## src/hdl/stx_etx_frame_parser_assert.svh

```systemverilog
// ----------------------------------------------------------------------------
// STX/ETX frame parser assertion macros
// Property wrappers shared by the parser's concurrent checks.
// ----------------------------------------------------------------------------
`ifndef STX_ETX_FRAME_PARSER_ASSERT_SVH
`define STX_ETX_FRAME_PARSER_ASSERT_SVH

// Check a same-cycle implication, masked while reset is low
`define SEFP_ASSERT_NOW(label, clk, rst_n, ante, cons) \
    label: assert property (@(posedge clk) disable iff (!rst_n) (ante) |-> (cons)) \
        else $error("frame parser check failed");

// Check an implication in the following cycle, masked while reset is low
`define SEFP_ASSERT_NEXT(label, clk, rst_n, ante, cons) \
    label: assert property (@(posedge clk) disable iff (!rst_n) (ante) |=> (cons)) \
        else $error("frame parser check failed");

`endif

```

## src/hdl/sefp_pkg.sv

```systemverilog
// ----------------------------------------------------------------------------
// STX/ETX frame parser package
// Parse step and link status codes plus the frame marker bytes.
// ----------------------------------------------------------------------------
package sefp_pkg;

    localparam logic [7:0] MARK_ESC = 8'hFF;
    localparam logic [7:0] MARK_STX = 8'h02;
    localparam logic [7:0] MARK_ETX = 8'h03;

    typedef enum logic [3:0] {
        P_STX1    = 4'd0,
        P_STX2    = 4'd1,
        P_ADDR_HI = 4'd2,
        P_ADDR_LO = 4'd3,
        P_LEN_HI  = 4'd4,
        P_LEN_LO  = 4'd5,
        P_CMD_HI  = 4'd6,
        P_CMD_LO  = 4'd7,
        P_DATA    = 4'd8,
        P_ETX1    = 4'd9,
        P_ETX2    = 4'd10
    } parse_step_t;

    typedef enum logic [1:0] {
        ST_WAIT = 2'd0,
        ST_RECV = 2'd1,
        ST_DONE = 2'd2
    } link_status_t;

endpackage

```

## src/hdl/stx_etx_frame_parser.sv

```systemverilog
// ----------------------------------------------------------------------------
// STX/ETX frame parser
// Parses FF 02 / addr / len / cmd / payload / FF 03 byte frames, one result
// beat per received byte, payload streamed out with its index.
// ----------------------------------------------------------------------------
//  channel  | handshake            | payload
//  ---------+----------------------+-------------------------------------------
//  input    | in_valid / in_stall  | rx_data_byte
//  output   | out_valid / out_stall| frame_status, frame_done, frame_error,
//           |                      | frame_addr, frame_len, frame_cmd,
//           |                      | payload_valid, payload_byte, payload_index
//
//  One byte per cycle while not stalled: the parse state updates in the accept
//  cycle and the result beat appears in the next cycle from the output register.
//  The output register is the only buffer; input stalls only while it holds
//  a beat that the downstream side stalls.
//  Reset clears the parse step, status, header fields and payload count.
// ----------------------------------------------------------------------------
module stx_etx_frame_parser
    import sefp_pkg::*;
(
    input  logic        clk,
    input  logic        rst_n,
    input  logic        in_valid,
    output logic        in_stall,
    input  logic [7:0]  rx_data_byte,
    output logic        out_valid,
    input  logic        out_stall,
    output logic [1:0]  frame_status,
    output logic        frame_done,
    output logic        frame_error,
    output logic [15:0] frame_addr,
    output logic [15:0] frame_len,
    output logic [15:0] frame_cmd,
    output logic        payload_valid,
    output logic [7:0]  payload_byte,
    output logic [15:0] payload_index
);

    parse_step_t  step_reg,   step_next;
    link_status_t status_reg, status_next;
    logic [15:0]  addr_reg,   addr_next;
    logic [15:0]  len_reg,    len_next;
    logic [15:0]  cmd_reg,    cmd_next;
    logic [15:0]  count_reg,  count_next;
    logic [15:0]  count_inc;
    logic         done_c;
    logic         error_c;
    logic         pv_c;
    logic [7:0]   pbyte_c;
    logic [15:0]  pidx_c;
    logic         accept;

    // Result register
    logic         out_valid_reg, out_valid_next;
    logic         done_reg;
    logic         error_reg;
    logic         pv_reg;
    logic [7:0]   pbyte_reg;
    logic [15:0]  pidx_reg;

    // Take a beat when the result register is free or draining
    assign in_stall  = out_valid_reg && out_stall;
    assign accept    = in_valid && !in_stall;
    assign count_inc = count_reg + 16'd1;

    // Next parse step, link status and marker pulses
    always_comb
    begin
        step_next   = step_reg;
        status_next = status_reg;
        done_c      = 1'b0;
        error_c     = 1'b0;
        case (step_reg)
            P_STX2:
            begin
                if (rx_data_byte == MARK_STX)
                begin
                    step_next = P_ADDR_HI;
                end
                else
                begin
                    step_next   = P_STX1;
                    status_next = ST_WAIT;
                    error_c     = 1'b1;
                end
            end
            P_ADDR_HI: step_next = P_ADDR_LO;
            P_ADDR_LO: step_next = P_LEN_HI;
            P_LEN_HI:  step_next = P_LEN_LO;
            P_LEN_LO:  step_next = P_CMD_HI;
            P_CMD_HI:  step_next = P_CMD_LO;
            P_CMD_LO:  step_next = (len_reg != 16'd0) ? P_DATA : P_ETX1;
            P_DATA:
            begin
                if (count_inc == len_reg)
                begin
                    step_next = P_ETX1;
                end
            end
            P_ETX1:
            begin
                if (rx_data_byte == MARK_ESC)
                begin
                    step_next = P_ETX2;
                end
                else
                begin
                    step_next   = P_STX1;
                    status_next = ST_WAIT;
                    error_c     = 1'b1;
                end
            end
            P_ETX2:
            begin
                step_next = P_STX1;
                if (rx_data_byte == MARK_ETX)
                begin
                    status_next = ST_DONE;
                    done_c      = 1'b1;
                end
                else
                begin
                    status_next = ST_WAIT;
                    error_c     = 1'b1;
                end
            end
            default:
            begin
                // Waiting for the first start byte; noise is dropped
                if (rx_data_byte == MARK_ESC)
                begin
                    step_next   = P_STX2;
                    status_next = ST_RECV;
                end
                else
                begin
                    step_next = P_STX1;
                end
            end
        endcase
    end

    // Header fields, payload count and payload beat
    always_comb
    begin
        addr_next  = addr_reg;
        len_next   = len_reg;
        cmd_next   = cmd_reg;
        count_next = count_reg;
        pv_c       = 1'b0;
        pbyte_c    = 8'd0;
        pidx_c     = 16'd0;
        case (step_reg)
            P_ADDR_HI: addr_next = {rx_data_byte, 8'd0};
            P_ADDR_LO: addr_next = {addr_reg[15:8], rx_data_byte};
            P_LEN_HI:  len_next  = {rx_data_byte, 8'd0};
            P_LEN_LO:  len_next  = {len_reg[15:8], rx_data_byte};
            P_CMD_HI:  cmd_next  = {rx_data_byte, 8'd0};
            P_CMD_LO:  cmd_next  = {cmd_reg[15:8], rx_data_byte};
            P_DATA:
            begin
                pv_c       = 1'b1;
                pbyte_c    = rx_data_byte;
                pidx_c     = count_reg;
                count_next = count_inc;
            end
            P_STX2, P_ETX1, P_ETX2:
            begin
                count_next = count_reg;
            end
            default:
            begin
                // Restart the payload count on a fresh start byte
                if (rx_data_byte == MARK_ESC)
                begin
                    count_next = 16'd0;
                end
            end
        endcase
    end

    // Hold the result beat while stalled, clear it once taken
    always_comb
    begin
        if (accept)
        begin
            out_valid_next = 1'b1;
        end
        else if (out_stall)
        begin
            out_valid_next = out_valid_reg;
        end
        else
        begin
            out_valid_next = 1'b0;
        end
    end

    // Advance parser state on each accepted beat
    always_ff @(posedge clk or negedge rst_n)
    begin
        if (!rst_n)
        begin
            step_reg      <= P_STX1;
            status_reg    <= ST_WAIT;
            addr_reg      <= 16'd0;
            len_reg       <= 16'd0;
            cmd_reg       <= 16'd0;
            count_reg     <= 16'd0;
            out_valid_reg <= 1'b0;
        end
        else
        begin
            out_valid_reg <= out_valid_next;
            if (accept)
            begin
                step_reg   <= step_next;
                status_reg <= status_next;
                addr_reg   <= addr_next;
                len_reg    <= len_next;
                cmd_reg    <= cmd_next;
                count_reg  <= count_next;
            end
        end
    end

    // Capture result payload
    always_ff @(posedge clk)
    begin
        if (accept)
        begin
            done_reg  <= done_c;
            error_reg <= error_c;
            pv_reg    <= pv_c;
            pbyte_reg <= pbyte_c;
            pidx_reg  <= pidx_c;
        end
    end

    assign out_valid     = out_valid_reg;
    assign frame_status  = status_reg;
    assign frame_done    = done_reg;
    assign frame_error   = error_reg;
    assign frame_addr    = addr_reg;
    assign frame_len     = len_reg;
    assign frame_cmd     = cmd_reg;
    assign payload_valid = pv_reg;
    assign payload_byte  = pbyte_reg;
    assign payload_index = pidx_reg;

    // ------------------------------------------------------------------------
    // Checks
    // ------------------------------------------------------------------------
`include "stx_etx_frame_parser_assert.svh"

    `SEFP_ASSERT_NOW(a_done_status, clk, rst_n, out_valid_reg && done_reg, status_reg == ST_DONE)
    `SEFP_ASSERT_NOW(a_payload_recv, clk, rst_n, out_valid_reg && pv_reg, status_reg == ST_RECV)
    `SEFP_ASSERT_NEXT(a_data_beat, clk, rst_n, accept && step_reg == P_DATA, out_valid_reg && pv_reg)
    `SEFP_ASSERT_NEXT(a_bad_stx, clk, rst_n, accept && step_reg == P_STX2 && rx_data_byte != MARK_STX, error_reg && step_reg == P_STX1)

endmodule
```

## config.mk

```make
export PLATFORM = sky130hd
export DESIGN_NAME = stx_etx_frame_parser
export DESIGN_NICKNAME = d
export VERILOG_FILES = /design/src/hdl/sefp_pkg.sv /design/src/hdl/stx_etx_frame_parser.sv
export VERILOG_INCLUDE_DIRS = /design/src /design/src/hdl
export SDC_FILE = /design/constraint.sdc
export NUM_CORES = 1
export LEC_CHECK = 0
export BUFFER_PORTS_ARGS = -buffer_cell sky130_fd_sc_hd__buf_2
export CORE_MARGIN = 2
export CORE_UTILIZATION = 55
export DETAILED_ROUTE_END_ITERATION = 7
export PLACE_DENSITY = 0.82
export SLEW_MARGIN = 20
export SYNTH_ARGS = -nofsm -noshare
export SYNTH_HDL_FRONTEND = slang
export SYNTH_SLANG_ARGS = --single-unit
```

## constraint.sdc

```tcl
create_clock -name clk -period 5.6 [get_ports clk]
set_clock_uncertainty 0.2 [all_clocks]
set_input_delay 1.12 -clock clk [delete_from_list [all_inputs] [get_ports clk]]
set_output_delay 1.12 -clock clk [all_outputs]
set_load 0.005 [all_outputs]
```

==> flow_metrics.py <==
metrics = {
    "status": {
        "status": "finished clean",
    },
    "routing": {
        "firstDrtPassIters": 5,
        "viasPerCell": 6.03,
        "drtAntennaViolNets": 0,
        "wl_per_cell_microns": 17.9,
        "dr.first_iter.drc_count": 379,
        "dr_total_vias": 3721,
        "drt_wl_total_microns": 11100,
        "drc": 0,
    },
    "logic_synthesis": {
        "synth.avg_cell_area_sq_um": 10.8,
        "synth_area_leaders": "dfrtp_1, edfxtp_1, mux2_2, and3_1, o21ai_0",
        "synthDominantCellAreaShare": 0.373,
        "synth_warnings": 0,
        "yosysMostFrequentCell": "dfrtp_1",
        "ys_ff_latch": 98,
        "synth_cell_types": 60,
        "synthCells": 440,
        "ys.flop_type": "dfrtp_1",
        "synth_nets": 453,
        "synth_top_area_cell": "dfrtp_1",
        "synth_commonest_cells": "dfrtp_1, nand2_1, o21ai_0",
        "synth_edf_count": 27,
        "ys_async_sr_fraction": 0.724,
        "mappedNetlistArea_sq_mm": 0.00477,
        "seq_area_frac_synth": 0.542,
    },
    "worst_setup_path": {
        "cp.required_ns": 5.67,
        "max_stage_delay_ns": 0.53,
        "cp_max_fo": 17,
        "cp_slowest_cell": "nor2_2",
        "worstSetupPathType": "in -> reg",
        "critPathArrivalTime_ns": 3.27,
        "crit_chain": "buf_2 -> and2_1 -> nand2b_1 -> nor2_1 -> nand3b_1 -> nor2_2 -> mux2_2",
        "end_kind": "flip-flop",
        "startpoint_type": "input pin",
    },
    "clock_network": {
        "h-tree-depth": 3,
        "cts_made_buffers": 9,
        "cts_tree": "done",
        "cts_sinks": 98,
        "cts_setup_buffers": 0,
        "cts.reportedPaths.clkPinSlew_ns": 0.11,
        "root_buffer": "clkbuf_8",
        "clk_latency_ns": 0.37,
        "postCtsResizedCells": 0,
        "cts_buffer_depth": 2,
        "hold_buffers": 0,
    },
    "final_layout": {
        "layout-drive-gt1-share": 0.295,
        "area_growth_pct": 13.3,
        "stdcell_count": 617,
        "antenna_cells": 0,
        "finalNetCount": 520,
    },
    "place": {
        "dpl.hpwl_microns": 7600,
        "gp_congestion": 0.899,
        "place_inst": 601,
        "numPortBuffers": 90,
    },
    "grt": {
        "track_usage": 0.235,
        "antenna_found_initial": 0,
        "grt_overflow_total": 0,
        "grt_pass1_wl_microns": 17800,
        "grt_pass1_vias": 3455,
        "grt_max_degree": 65,
    },
    "die": {
        "io_pins": 91,
        "initial_core_util": 0.575,
        "core_sq_mm": 0.00830,
        "die_area_sq_mm": 0.00943,
        "dieWidth_microns": 97.1,
        "rows": 33,
        "die_h_microns": 97.1,
    },
    "power": {
        "power_density_mw_per_mm2": 415,
        "vdd_drop_max_mv": 0.239,
        "p_leak_nw": 2.48,
    },
    "timing": {
        "hold_viol_final": 0,
        "clock.fmax_mhz": 312,
        "rsz0062_at_grt": "false",
        "worst_pin_slew_ns": 0.964,
        "period_needed_ns": 3.20,
        "slew_viol_final": 0,
        "holdWs_ns": 0.299,
        "finalSetupTns_ns": 0,
        "relSlewSlack": 0.358,
        "finalCritPeriodShare": 0.572,
        "finalSetupViolCount": 0,
    },
    "run": {
        "drv_cap": 0,
    },
    "hold_path": {
        "hold_path_class": "reg -> reg",
    },
}
==> power by group <==
group	total (W)	internal, W	switching (W)	leakage, nW
clock	0.000432	0.000170	0.000263	0.0941
combinational	0.000677	0.000342	0.000335	1.20
sequential	0.00114	0.000913	0.000223	1.19
total	0.00224	0.00142	0.000820	2.48
==> worst max-delay path, delay by kind of cell <==
kind | cells | cell delay (ns)
buffers and inverters | 1 | 0.09
muxes | 1 | 0.40
and+or+nand+nor | 5 | 1.65
==> final timing paths <==
| kind | startpoint | end | slack (ns) | cells after the start |
|---|---|---|---|---|
| setup / recovery | out_stall | frame_addr[11] | 2.40 | 7 |
| hold / removal | frame_addr[5] | frame_addr[5] | 0.30 | 2 |
| setup reg to reg | count_reg[0] | step_reg[0] | 2.63 | 8 |
| hold reg to reg | frame_addr[5] | frame_addr[5] | 0.30 | 2 |
| max in group asynchronous | rst_n | count_reg[2] | 3.84 | 2 |
| min in group asynchronous | rst_n | frame_cmd[3] | 0.36 | 1 |
==> metal layers <==
layer,vias up,part of all wire,GRT usage
met5,-,0,0
met4,0,0.020,0.0921
met3,18,0.070,0.0432
met2,156,0.49,0.370
met1,1817,0.42,0.327
li1,1730,-,-
==> metrics by stage <==
| stage | power (W) | util | instance area [sq um] | worst slack [ns] |
|---|---|---|---|---|
| detailed placement | 0.00181 | 0.628 | 5210 | 2.09 |
| global placement | 0.00178 | 0.628 | 5210 | 2.24 |
| global route | 0.00238 | 0.651 | 5400 | 2.24 |
| floorplan | 0.00151 | - | 4770 | 1.92 |
| finish | 0.00224 | 0.651 | 5400 | 2.40 |
| CTS | 0.00224 | 0.651 | 5400 | 2.45 |
==> cell usage in the layout, fill, tap and decap left out, types with 4 or more instances in the layout <==
cell type  synthesis  final
edfxtp_1          27     27
and3_1            29     29
o21ai_0           33     33
inv_1             13     13
nand4_1           13     13
buf_2             16     90
o31ai_1            6      6
clkbuf_8           0      9
a22o_1             8      8
a21oi_1           10     10
mux2_2            24     24
nand2_1           35     35
xor2_1             7      7
xnor2_1           14     14
nand3_1           15     15
nor2_1            21     21
nor4_1             6      6
o21ai_1           12     12
dfrtp_1           71     71
buf_4              1      4
==> logic make-up (layout without fill, tap and decap cells) <==
| group | Yosys count | in the layout | synth area share |
|---|---|---|---|
| fa+ha+maj | 1 | 1 | 0.00262 |
| mux | 29 | 29 | 0.0677 |
| xor+xnor | 21 | 21 | 0.0386 |
| simple gates | 151 | 151 | 0.182 |
| buf+inv | 51 | 123 | 0.0454 |
| flops | 98 | 98 | 0.542 |
| compound gates | 89 | 89 | 0.122 |
==> area by class of cell <==
class | count | area, sq um
multi-input cells | 291 | 1970
fillers | 631 | 2900
clock inverters | 7 | 66.3
inverters | 13 | 48.8
well taps | 105 | 131
repair buffers | 94 | 480
flip-flops and latches | 98 | 2590
clock buffers | 9 | 124
(Power assumes the default switching activity.)
